<file path="src/hdl/sbip_pkg.sv">
// Shared types and constants for the shuffle-bag index picker.
package sbip_pkg;

    localparam int RND_W      = 16;
    localparam int STEP_W     = $clog2(RND_W);
    localparam int CNT_CFG_W  = 7;
    localparam int PICK_OUT_W = 6;
    localparam int APB_DATA_W = 32;
    localparam int APB_ADDR_W = 3;

    localparam logic REG_ENTRY_COUNT = 1'b0;

    typedef struct packed {
        logic capture;
        logic set_err;
        logic refill_init;
        logic refill_step;
        logic refill_end;
        logic mod_start;
        logic rd_pos;
        logic pick;
        logic shift_step;
        logic finish;
    } t_cmd;

    typedef struct packed {
        logic n_zero;
        logic count_zero;
        logic refill_last;
        logic mod_done;
        logic shift_done;
    } t_sts;

endpackage

</file>
<file path="src/hdl/sbip_mod.sv">
// Iterative restoring remainder unit, one dividend bit per cycle.
module sbip_mod #(
    parameter int CW = 7
) (
    input  logic                       i_clk,
    input  logic                       i_rst_n,
    input  logic                       i_start,
    input  logic [sbip_pkg::RND_W-1:0] i_dividend,
    input  logic [CW-1:0]              i_divisor,
    output logic                       o_done,
    output logic [CW-1:0]              o_rem
);
    import sbip_pkg::*;

    logic              r_busy;
    logic              r_done;
    logic [STEP_W-1:0] r_step;
    logic [RND_W-1:0]  r_dv;
    logic [CW-1:0]     r_div;
    logic [CW-1:0]     r_rem;
    logic [CW:0]       w_t;
    logic [CW-1:0]     n_rem;

    always_comb begin
        w_t = {r_rem, r_dv[RND_W-1]};
        if (w_t >= {1'b0, r_div}) begin
            n_rem = CW'(w_t - {1'b0, r_div});
        end else begin
            n_rem = CW'(w_t);
        end
    end

    always_ff @(posedge i_clk) begin
        if (!i_rst_n) begin
            r_busy <= 1'b0;
            r_done <= 1'b0;
        end else begin
            r_done <= 1'b0;
            if (i_start) begin
                r_busy <= 1'b1;
                r_step <= '0;
                r_rem  <= '0;
                r_dv   <= i_dividend;
                r_div  <= i_divisor;
            end else if (r_busy) begin
                r_rem  <= n_rem;
                r_dv   <= r_dv << 1;
                r_step <= r_step + 1'b1;
                if (r_step == STEP_W'(RND_W - 1)) begin
                    r_busy <= 1'b0;
                    r_done <= 1'b1;
                end
            end
        end
    end

    assign o_done = r_done;
    assign o_rem  = r_rem;

    a_rem_below_div: assert property (@(posedge i_clk) disable iff (!i_rst_n)
        r_done |-> (r_rem < r_div))
        else $error("remainder not below divisor");

endmodule

</file>
<file path="src/hdl/sbip_dp.sv">
// Datapath: index list memory, count and hold registers, remainder unit.
module sbip_dp #(
    parameter int LIST_DEPTH = 64
) (
    input  logic                            i_clk,
    input  logic                            i_rst_n,
    input  logic [sbip_pkg::CNT_CFG_W-1:0]  i_entry_count,
    input  logic [sbip_pkg::RND_W-1:0]      i_random_value,
    input  sbip_pkg::t_cmd                  i_cmd,
    output sbip_pkg::t_sts                  o_sts,
    output logic [sbip_pkg::PICK_OUT_W-1:0] o_picked_index,
    output logic                            o_empty_error
);
    import sbip_pkg::*;

    localparam int AW = $clog2(LIST_DEPTH);
    localparam int IW = AW;
    localparam int CW = $clog2(LIST_DEPTH + 1);

    logic [IW-1:0]    r_mem [LIST_DEPTH];
    logic [IW-1:0]    r_rdata;
    logic [RND_W-1:0] r_rnd;
    logic [CW-1:0]    r_count;
    logic             r_hold;
    logic [IW-1:0]    r_held;
    logic [CW-1:0]    r_fill;
    logic [CW-1:0]    r_src;
    logic [CW-1:0]    r_dst;
    logic             r_pend;
    logic [IW-1:0]    r_picked;
    logic             r_err;

    logic [CW-1:0] w_n;
    logic [CW-1:0] w_rem;
    logic          w_mod_done;
    logic [CW-1:0] w_new_cnt;
    logic          w_skip;
    logic          w_rd_more;
    logic          w_we;
    logic [AW-1:0] w_wa;
    logic [IW-1:0] w_wd;
    logic          w_re;
    logic [AW-1:0] w_ra;

    sbip_mod #(.CW(CW)) u_mod (
        .i_clk      (i_clk),
        .i_rst_n    (i_rst_n),
        .i_start    (i_cmd.mod_start),
        .i_dividend (r_rnd),
        .i_divisor  (r_count),
        .o_done     (w_mod_done),
        .o_rem      (w_rem)
    );

    always_comb begin
        if (int'(i_entry_count) > LIST_DEPTH) begin
            w_n = CW'(LIST_DEPTH);
        end else begin
            w_n = CW'(i_entry_count);
        end
    end

    assign w_new_cnt = r_count - 1'b1;
    assign w_skip    = r_hold && (r_held == r_fill[IW-1:0]);
    assign w_rd_more = r_src < r_count;

    always_comb begin
        w_we = 1'b0;
        w_wa = '0;
        w_wd = '0;
        w_re = 1'b0;
        w_ra = '0;
        if (i_cmd.refill_step) begin
            w_we = !w_skip;
            w_wa = r_count[AW-1:0];
            w_wd = r_fill[IW-1:0];
        end else if (i_cmd.refill_end) begin
            w_we = (r_count == '0);
            w_wa = '0;
            w_wd = r_held;
        end else if (i_cmd.shift_step) begin
            w_we = r_pend;
            w_wa = r_dst[AW-1:0];
            w_wd = r_rdata;
        end else if (i_cmd.finish) begin
            w_we = r_hold && (int'(w_new_cnt) < LIST_DEPTH);
            w_wa = w_new_cnt[AW-1:0];
            w_wd = r_held;
        end
        if (i_cmd.rd_pos) begin
            w_re = 1'b1;
            w_ra = w_rem[AW-1:0];
        end else if (i_cmd.shift_step) begin
            w_re = w_rd_more;
            w_ra = r_src[AW-1:0];
        end
    end

    always_ff @(posedge i_clk) begin
        if (w_we) begin
            r_mem[w_wa] <= w_wd;
        end
        if (w_re) begin
            r_rdata <= r_mem[w_ra];
        end
    end

    always_ff @(posedge i_clk) begin
        if (!i_rst_n) begin
            r_count <= '0;
            r_hold  <= 1'b0;
            r_held  <= '0;
            r_pend  <= 1'b0;
            r_err   <= 1'b0;
        end else begin
            if (i_cmd.capture) begin
                r_rnd <= i_random_value;
            end
            if (i_cmd.set_err) begin
                r_err    <= 1'b1;
                r_picked <= '0;
            end
            if (i_cmd.refill_init) begin
                r_fill  <= '0;
                r_count <= '0;
            end
            if (i_cmd.refill_step) begin
                r_fill <= r_fill + 1'b1;
                if (!w_skip) begin
                    r_count <= r_count + 1'b1;
                end
            end
            if (i_cmd.refill_end && (r_count == '0)) begin
                r_hold  <= 1'b0;
                r_count <= CW'(1);
            end
            if (i_cmd.pick) begin
                r_picked <= r_rdata;
                r_src    <= CW'(w_rem + 1'b1);
                r_dst    <= w_rem;
                r_pend   <= 1'b0;
            end
            if (i_cmd.shift_step) begin
                r_pend <= w_rd_more;
                if (w_rd_more) begin
                    r_src <= r_src + 1'b1;
                end
                if (r_pend) begin
                    r_dst <= r_dst + 1'b1;
                end
            end
            if (i_cmd.finish) begin
                r_err  <= 1'b0;
                r_hold <= 1'b0;
                if ((w_new_cnt == '0) && (w_n > CW'(1))) begin
                    r_hold <= 1'b1;
                    r_held <= r_picked;
                end
                if (r_hold && (int'(w_new_cnt) < LIST_DEPTH)) begin
                    r_count <= r_count;
                end else begin
                    r_count <= w_new_cnt;
                end
            end
        end
    end

    assign o_sts.n_zero      = (w_n == '0);
    assign o_sts.count_zero  = (r_count == '0);
    assign o_sts.refill_last = (r_fill == CW'(w_n - 1'b1));
    assign o_sts.mod_done    = w_mod_done;
    assign o_sts.shift_done  = !r_pend && !w_rd_more;

    assign o_picked_index = PICK_OUT_W'(r_picked);
    assign o_empty_error  = r_err;

    a_count_bound: assert property (@(posedge i_clk) disable iff (!i_rst_n)
        int'(r_count) <= LIST_DEPTH)
        else $error("remaining count above list depth");

    a_shift_gap: assert property (@(posedge i_clk) disable iff (!i_rst_n)
        r_pend |-> (r_src == CW'(r_dst + 2'd2)))
        else $error("shift read and write pointers out of step");

endmodule

</file>
<file path="src/hdl/sbip_ctrl.sv">
// Controller: sequences refill, position, pick, shift and release per request.
module sbip_ctrl (
    input  logic           i_clk,
    input  logic           i_rst_n,
    input  logic           start,
    output logic           busy,
    input  sbip_pkg::t_sts i_sts,
    output sbip_pkg::t_cmd o_cmd,
    output logic           o_strobe
);
    import sbip_pkg::*;

    typedef enum logic [3:0] {
        S_IDLE,
        S_REFILL,
        S_REFILL_END,
        S_MOD_START,
        S_MOD_WAIT,
        S_READ,
        S_PICK,
        S_SHIFT,
        S_FINISH
    } t_state;

    t_state r_state;
    t_state n_state;
    logic   r_strobe;
    logic   w_accept;

    assign w_accept = start && (r_state == S_IDLE);

    always_comb begin
        o_cmd   = '0;
        n_state = r_state;
        case (r_state)
            S_IDLE: begin
                if (w_accept) begin
                    o_cmd.capture = 1'b1;
                    if (i_sts.n_zero) begin
                        o_cmd.set_err = 1'b1;
                    end else if (i_sts.count_zero) begin
                        o_cmd.refill_init = 1'b1;
                        n_state = S_REFILL;
                    end else begin
                        n_state = S_MOD_START;
                    end
                end
            end
            S_REFILL: begin
                o_cmd.refill_step = 1'b1;
                if (i_sts.refill_last) begin
                    n_state = S_REFILL_END;
                end
            end
            S_REFILL_END: begin
                o_cmd.refill_end = 1'b1;
                n_state = S_MOD_START;
            end
            S_MOD_START: begin
                o_cmd.mod_start = 1'b1;
                n_state = S_MOD_WAIT;
            end
            S_MOD_WAIT: begin
                if (i_sts.mod_done) begin
                    n_state = S_READ;
                end
            end
            S_READ: begin
                o_cmd.rd_pos = 1'b1;
                n_state = S_PICK;
            end
            S_PICK: begin
                o_cmd.pick = 1'b1;
                n_state = S_SHIFT;
            end
            S_SHIFT: begin
                if (i_sts.shift_done) begin
                    n_state = S_FINISH;
                end else begin
                    o_cmd.shift_step = 1'b1;
                end
            end
            S_FINISH: begin
                o_cmd.finish = 1'b1;
                n_state = S_IDLE;
            end
            default: begin
                n_state = S_IDLE;
            end
        endcase
    end

    always_ff @(posedge i_clk) begin
        if (!i_rst_n) begin
            r_state  <= S_IDLE;
            r_strobe <= 1'b0;
        end else begin
            r_state  <= n_state;
            r_strobe <= (w_accept && i_sts.n_zero) || (r_state == S_FINISH);
        end
    end

    assign busy     = (r_state != S_IDLE);
    assign o_strobe = r_strobe;

    a_err_beat: assert property (@(posedge i_clk) disable iff (!i_rst_n)
        (w_accept && i_sts.n_zero) |=> (o_strobe && (r_state == S_IDLE)))
        else $error("empty-bag request gave no immediate beat");

    a_strobe_src: assert property (@(posedge i_clk) disable iff (!i_rst_n)
        o_strobe |-> ($past(r_state == S_FINISH) || $past(w_accept && i_sts.n_zero)))
        else $error("result beat without a finished request");

endmodule

</file>
<file path="src/hdl/shuffle_bag_index_picker.sv">
// Top level of the shuffle-bag index picker: APB register, controller, datapath.
//
//  channel   signals                                 direction  handshake
//  request   start, busy, i_random_value             in         start & !busy
//  result    o_strobe, o_picked_index, o_empty_error out        o_strobe, one cycle
//  config    psel, penable, pwrite, paddr, pwdata    in         APB, pready tied high
//
// A pick keeps busy high while it starts and waits on the bit-serial remainder,
// reads its position, takes the entry and moves the later entries down by the
// order-keeping shift (remaining - pos - 1 of them). The beat comes as busy drops.
// A request that finds the list empty first refills it, one entry per cycle.
// entry_count zero answers in the next cycle without raising busy.
// Reset is synchronous and clears the count and hold state; no clearing pass.
// Results are never stalled; busy holds off the next request.
module shuffle_bag_index_picker #(
    parameter int MAX_ENTRIES = 64
) (
    input  logic                            i_clk,
    input  logic                            i_rst_n,
    input  logic                            start,
    output logic                            busy,
    input  logic [sbip_pkg::RND_W-1:0]      i_random_value,
    output logic                            o_strobe,
    output logic [sbip_pkg::PICK_OUT_W-1:0] o_picked_index,
    output logic                            o_empty_error,
    input  logic                            psel,
    input  logic                            penable,
    input  logic                            pwrite,
    input  logic [sbip_pkg::APB_ADDR_W-1:0] paddr,
    input  logic [sbip_pkg::APB_DATA_W-1:0] pwdata,
    output logic [sbip_pkg::APB_DATA_W-1:0] prdata,
    output logic                            pready
);
    import sbip_pkg::*;

    localparam int LIST_DEPTH = (MAX_ENTRIES < 127) ? MAX_ENTRIES : 127;

    logic [CNT_CFG_W-1:0] r_entry_count;
    t_cmd                 w_cmd;
    t_sts                 w_sts;

    always_ff @(posedge i_clk) begin
        if (!i_rst_n) begin
            r_entry_count <= '0;
        end else if (psel && penable && pwrite && (paddr[2] == REG_ENTRY_COUNT)) begin
            r_entry_count <= pwdata[CNT_CFG_W-1:0];
        end
    end

    always_comb begin
        if (paddr[2] == REG_ENTRY_COUNT) begin
            prdata = APB_DATA_W'(r_entry_count);
        end else begin
            prdata = '0;
        end
    end

    assign pready = 1'b1;

    sbip_ctrl u_ctrl (
        .i_clk    (i_clk),
        .i_rst_n  (i_rst_n),
        .start    (start),
        .busy     (busy),
        .i_sts    (w_sts),
        .o_cmd    (w_cmd),
        .o_strobe (o_strobe)
    );

    sbip_dp #(.LIST_DEPTH(LIST_DEPTH)) u_dp (
        .i_clk          (i_clk),
        .i_rst_n        (i_rst_n),
        .i_entry_count  (r_entry_count),
        .i_random_value (i_random_value),
        .i_cmd          (w_cmd),
        .o_sts          (w_sts),
        .o_picked_index (o_picked_index),
        .o_empty_error  (o_empty_error)
    );

endmodule

</file>
<file path="config.mk">
export PLATFORM = sky130hd
export DESIGN_NAME = shuffle_bag_index_picker
export DESIGN_NICKNAME = d
export VERILOG_FILES = /design/src/hdl/sbip_pkg.sv /design/src/hdl/sbip_mod.sv /design/src/hdl/sbip_dp.sv /design/src/hdl/sbip_ctrl.sv /design/src/hdl/shuffle_bag_index_picker.sv
export SDC_FILE = /design/constraint.sdc
export NUM_CORES = 1
export LEC_CHECK = 0
export BUFFER_PORTS_ARGS = -buffer_cell sky130_fd_sc_hd__buf_2
export CAP_MARGIN = 10
export CORE_MARGIN = 2
export CORE_UTILIZATION = 50
export DETAILED_ROUTE_END_ITERATION = 6
export GPL_TIMING_DRIVEN = 0
export PLACE_DENSITY = 0.7
export SYNTH_ARGS = -nofsm -noshare
export SYNTH_HDL_FRONTEND = slang
export SYNTH_SLANG_ARGS = --single-unit
export TNS_END_PERCENT = 1
</file>
<file path="constraint.sdc">
create_clock -name i_clk -period 3.9 [get_ports i_clk]
set_input_delay 0.39 -clock i_clk [delete_from_list [all_inputs] [get_ports i_clk]]
set_output_delay 0.39 -clock i_clk [all_outputs]
set_load 0.05 [all_outputs]
</file>
== After elaboration in Yosys (flattened, before gate mapping) ==
Memories as Yosys holds them, arrays and structs flattened. A register that Yosys moved wholly into a read port is not among the register bits.
Index checks and enable logic that the tools add are counted.

* Bits of input ports: 57
* Bits in registers: 107
* Memories: 1
* Bits in writable memories: 384
* Latch bits: 0
* ROM bits: 0
* Word-level logic and storage cells: 157
* Output and inout port bits: 42

{| class="wikitable"
|+ Memories
! memory !! words !! width !! rd ports !! clocked after memory_dff !! write ports !! RTL line !! RTL
|-
| u_dp.r_mem || 64 || 6 || 1 || 1 || 1 || sbip_dp.sv:20 || <nowiki>logic [IW-1:0] r_mem [LIST_DEPTH];</nowiki>
|}

* Div/mod/pow operators: 0
* Muxes and demuxes: 70
* Equal/unequal tests: 17
* $add $sub $neg: 9
* Bitwise gates (word level): 3
* Magnitude comparators: 5
* Reductions and logical operators: 33
* Multipliers: 0
* Shift-type cells: 0

{| class="wikitable"
|+ Operators with widths
! kind !! number
|-
| $mux W7 || 18
|-
| $mux W6 || 12
|-
| $add A7 B1 Y7 const B || 5
|-
| $mux W16 || 2
|-
| $pmux W4 S8 || 1
|-
| $mux W1 || 28
|-
| $mux W4 || 6
|-
| $logic_not A7 Y1 || 3
|-
| $eq A4 B3 Y1 const B || 4
|-
| $sub A7 B1 Y7 const B || 2
|-
| $reduce_and A2 Y1 || 6
|-
| $logic_and A1 B1 Y1 || 10
|-
| $reduce_bool A2 Y1 || 5
|-
| $eq A4 B2 Y1 const B || 2
|-
| $eq A4 B4 Y1 const B || 2
|-
| $ge A8 B7 Y1 || 1
|-
| $ne A2 B1 Y1 const B || 4
|-
| $eq A7 B7 Y1 || 1
|-
| $gt A7 B1 Y1 const B || 1
|-
| $gt A7 B7 Y1 const B || 1
|-
| $lt A7 B7 Y1 || 1
|-
| $lt A7 B7 Y1 const B || 1
|-
| $sub A7 B7 Y7 || 1
|-
| $eq A6 B6 Y1 || 1
|-
| 13 further kinds || 19
|}

== Longest topological paths before layout ==
* Word-level depth: 11
* Mapped depth: 14

== Modules after synthesis ==
A second synthesis with hierarchy kept.

* Cell total of the unflattened synthesis: 1774
* Area total of the unflattened synthesis: 22047.4 sq um

{| class="wikitable"
|+ By module, submodules not included
! module !! area an instance (sq um) !! sequential area each (sq um) !! cells an instance !! times used
|-
| sbip_dp || 19318.5 || 13292.7 || 1522 || 1
|-
| sbip_mod || 1794.2 || 1061.0 || 137 || 1
|-
| shuffle_bag_index_picker || 551.8 || 140.1 || 66 || 1
|-
| sbip_ctrl || 382.9 || 100.1 || 49 || 1
|}

== Worst setup path after synthesis ==
Ideal clock, no wire load.

* Kind: register to register
* Start point: register u_dp.r_count[4]
* End point: memory u_dp.r_mem[0][0] in the netlist's numbering (data pin)
* Buffers on the path: 1
* Data arrival time: 3495 ps
* Library setup time: 500 ps
* Required time: 3400 ps
* Path slack: -95 ps
* Stages on the path, launching flop included: 10
* Path through: dfxtp_1 inv_1 ha_1 a211o_1 o211ai_1 o311ai_4 o21ai_2 buf_2 a221oi_1 nor2_1

* Word-level cells in the longest chain between the ends: 8

{| class="wikitable"
|+ RTL lines
! item !! RTL line !! RTL
|-
| start: declaration || sbip_dp.sv:23 || <nowiki>logic [CW-1:0] r_count;</nowiki>
|-
| start signal: assignment || sbip_dp.sv:130 || <nowiki>r_count <= r_count + 1'b1;</nowiki>
|-
| start signal: assignment || sbip_dp.sv:160 || <nowiki>r_count <= r_count;</nowiki>
|-
| start signal: assignment || sbip_dp.sv:162 || <nowiki>r_count <= w_new_cnt;</nowiki>
|-
| $lt A7 B7 Y1 || sbip_dp.sv:65 || <nowiki>assign w_rd_more = r_src < r_count;</nowiki>
|-
| $logic_not A1 Y1 || sbip_dp.sv:172 || <nowiki>assign o_sts.shift_done = !r_pend && !w_rd_more;</nowiki>
|-
| $logic_and A1 B1 Y1 || sbip_dp.sv:172 ||
|-
| $mux W1 || sbip_ctrl.sv:77 || <nowiki>if (i_sts.shift_done) begin</nowiki>
|-
| $mux W1 || sbip_ctrl.sv:35 || <nowiki>case (r_state)</nowiki>
|-
| $mux W6 || sbip_dp.sv:81 || <nowiki>end else if (i_cmd.shift_step) begin</nowiki>
|-
| $mux W6 || sbip_dp.sv:77 || <nowiki>end else if (i_cmd.refill_end) begin</nowiki>
|-
| $mux W6 || sbip_dp.sv:73 || <nowiki>if (i_cmd.refill_step) begin</nowiki>
|-
| via u_dp.w_wd[0] || sbip_dp.sv:41 || <nowiki>logic [IW-1:0] w_wd;</nowiki>
|-
| end: declaration || sbip_dp.sv:20 ||
|}

The timed path passes the listed nets, and every way through them passes these cells.

== Worst setup path after layout ==
* Start point: register u_dp.r_count[3]
* End point: register u_dp.r_rdata[4], read port of u_dp.r_mem (data pin)

* Word-level cells in the longest chain between the ends: 7
* Elaborated cells between the ends (all ways): 9
* Those cells by class: order compare (1); mux (6); reduce/logical (2)

{| class="wikitable"
|+ RTL lines
! item !! RTL line !! RTL
|-
| $lt A7 B7 Y1 * || sbip_dp.sv:65 ||
|-
| $logic_not A1 Y1 || sbip_dp.sv:172 ||
|-
| $logic_and A1 B1 Y1 || sbip_dp.sv:172 ||
|-
| $mux W1 || sbip_ctrl.sv:77 ||
|-
| $mux W1 || sbip_ctrl.sv:35 ||
|-
| $mux W6 / $mux W1 (equally long branches) || sbip_dp.sv:93 || <nowiki>end else if (i_cmd.shift_step) begin</nowiki>
|-
| $mux W6 / $mux W1 (equally long branches) || sbip_dp.sv:90 || <nowiki>if (i_cmd.rd_pos) begin</nowiki>
|-
| end: declaration || sbip_dp.sv:21 || <nowiki>logic [IW-1:0] r_rdata;</nowiki>
|}

Mark *: on every way between the ends. The rest lies on a longest branch, timed or not.
A chain may end at the register's enable or synchronous reset.

==> impl_metrics.yaml <==
status:
  status: "completed"
worst_hold_path:
  hp-class: "input port to flip-flop"
  hp-start: "pwdata[3]"
pwr:
  p_seq_share_pct: 48.0
  power_per_cell_area_nw_per_um2: 515
  p_int_mw: 9.69
  leakage_nw: 8.82
  p_total_mw: 13.3
  pwr-share-comb_pct: 14.9
  clock_power_share_pct: 37.1
  switching_share_pct: 26.9
  switchingPower_mw: 3.57
  ir_worst_vdd_mv: 0.379
setup_path:
  r2r-start: "u_dp.r_count[3]"
  worstPathArrival_ns: 4.22
  startpoint: "u_dp.r_count[3]"
  critPathRequiredTime_ns: 4.27
  endpoint_kind: "flip-flop"
  crit_fanout: 10
  crit_type: "flip-flop to flip-flop"
  critPathLaunchType: "flip-flop"
final_layout:
  layout.cells.non_filler: 2480
  utilization_pct: 59.8
  multiInputGateArea_sq_um: 7340
  ff_latch_area_sq_um: 14600
  fillCellCount: 3319
  final_area_sq_um: 25800
  syn_to_final_growth_pct: 17.8
  final_nets: 1935
  drive_gt1_share_pct: 19.2
floorplanning:
  die_width_um: 213
  die_h_um: 213
  rows: 76
  coreArea_sq_um: 43100
  ios: 99
  initial_utilization_pct: 50.7
  die_area_sq_um: 45400
logic_synthesis:
  post-synth-top-area-cell: "edfxtp_1"
  yosys_warnings: 0
  synth_cell_types: 79
  yosys_most_used_dff: "edfxtp_1"
  synth-seq-cells: 496
  async_reset_ff_share_pct: 0
  synth_edf_count: 466
  synth.most_common_cell: "edfxtp_1"
  yosys-top-cells-count: "edfxtp_1 (466), nand2_1 (267), nand3_1 (129), nor2_1 (117), mux2i_1 (86)"
  synth-seq-area-share_pct: 66.8
  syn_inst: 1705
  avgSynthCellArea_sq_um: 12.8
  yosysTopAreaCellShare_pct: 64.0
  synth_area_sq_um: 21900
  synthTopCellsByArea: "edfxtp_1 (64%), nand2_1 (4.6%), mux2i_1 (3.9%)"
routing:
  wl_per_cell_um: 22.2
  via_count: 14600
  post-route-drc-count: 0
  drt_pre_antenna_iters: 5
  routed_wl_um: 55200
  initialDrtViolationCount: 1667
  antenna_left: 0
  via_per_inst: 5.88
clock_network:
  numCtsBuffers: 51
  clock_path_buffers: 3
  cts_tree: "yes"
  clk_latency_ns: 0.61
  htree_num_levels: 2
  cts-root-buf: "clkbuf_16"
  path_clk_slew_ns: 0.06
  cts_sinks: 496
sta:
  rsz0062_at_grt: "yes"
  worst_slew_pin_slew_ns: 1.13
  fmax_mhz: 260
  slew_violations: 0
  setup_viol: 0
  final.setup_skew_ns: 0.0270
  fin_crit_ns: 3.84
  relSlewSlack_pct: 24.9
  finalCritPeriodShare_pct: 98.6
  hold_viol: 0
place:
  placed_cells: 2364
  io_buffers: 45
  placed_area_sq_um: 23000
  detailed_place_hpwl_um: 36700
  gp_congestion: 0.907
global_route:
  grt_pass1_wl_um: 81600
  overflow: 0
  grt_max_degree: 65
  gr-usage-all-layers_pct: 24.2
  grt_pass1_vias: 14100
  antenna_found_initial: 2
run:
  drv_cap: 0
==> what timing repair did <==
action,in CTS,in global routing
endpoints found under the hold margin,16,0
buffers inserted,0,4
endpoints found under the setup margin,390,483
pin swaps,1,5
resized for setup,83,137
hold buffers,16,0
gates cloned,0,0
==> through the flow <==
stage	hold slack [ns]	TNS [ns]	worst slack, ns
2_1_floorplan	0.403	0	0.575
3_3_place_gp	0.428	-354.69	-1.32
3_5_place_dp	0.417	-139.21	-0.654
4_1_cts	0.0237	-22.44	-0.188
5_1_grt	0.0495	-7.12	-0.163
6_report	0.0452	0	0.0550
==> critical path, cell delays in order (launching register included) <==
cell and delay [ns]:
dfxtp_1 0.34, buf_2 0.21, inv_2 0.11, ha_1 0.29, nand4_1 0.17, o311a_1 0.48, a21boi_1 0.62, buf_2 0.40
nand3_1 0.14, a31oi_1 0.27, a311oi_1 0.12, a2111oi_4 0.47
==> layout by cell type, fill, tap and decap left out, types with 45 or more instances in the layout <==
cell       netlist  final
nand2_1        267    263
clkbuf_16        0     52
clkbuf_1        48     45
nor2_4           0     57
edfxtp_1       466    466
buf_2           23     60
nor2_1         117     50
a31oi_1         52     52
mux2i_1         86     86
nand3_1        129    116
==> worst paths after layout <==
check                            to  slack (ns)  cells after the start
setup / recovery    u_dp.r_rdata[4]        0.06                     11
hold / removal     r_entry_count[3]        0.05                      3
setup reg to reg    u_dp.r_rdata[4]        0.06                     11
hold reg to reg   u_dp.u_mod.o_done        0.44                      2
==> metal layers <==
layer / global-route usage [%] / vias up / share of wire [%]
met3: 5.32 / 141 / 8.4
met5: 0 / - / 0.024
met4: 12.4 / 2 / 4.3
met2: 38.3 / 683 / 47
met1: 31.4 / 7116 / 40
li1: - / 6646 / -
==> state kept, by name, summed over array words and instances, names as in the netlist, 7 cells and up <==
| name | flops |
|---|---|
| r_entry_count | 7 |
| u_dp.r_count | 7 |
| u_dp.r_fill | 7 |
| u_dp.r_mem | 384 |
| u_dp.r_rnd | 16 |
| u_dp.r_src | 7 |
| u_dp.u_mod.o_rem | 7 |
| u_dp.u_mod.r_div | 7 |
| u_dp.u_mod.r_dv | 16 |
==> final cells by class <==
class,count,share of cell area [%]
Antenna cell,1,0.00971
Buffer,119,2.79
Clock buffer,59,5.15
Clock inverter,35,1.44
Inverter,34,0.495
Multi-Input combinational cell,1080,28.5
Sequential cell,496,56.7
Tap cell,585,2.84
Timing Repair Buffer,71,2.11
==> logic make-up (layout without fill, tap and decap cells) <==
group | count (synthesis) | in the layout | synth area share (%)
compound gates | 262 | 262 | 8.96
flops | 496 | 496 | 66.8
xor+xnor | 32 | 32 | 1.28
mux | 102 | 102 | 4.76
simple gates | 633 | 633 | 13.0
fa+ha+maj | 25 | 25 | 1.47
other cells | 2 | 27 | 0.0344
buf+inv | 153 | 318 | 3.69
==> power groups by stage <==
stage	Sequential (mW)	Clock, mW	Combinational (mW)
global route	6.38	5.18	2.12
detailed placement	6.48	0	1.78
finish	6.37	4.91	1.98
CTS	6.37	4.97	1.83
global placement	6.51	0	1.67
floorplan	6.51	0	1.10
(Power assumes the default switching activity.)
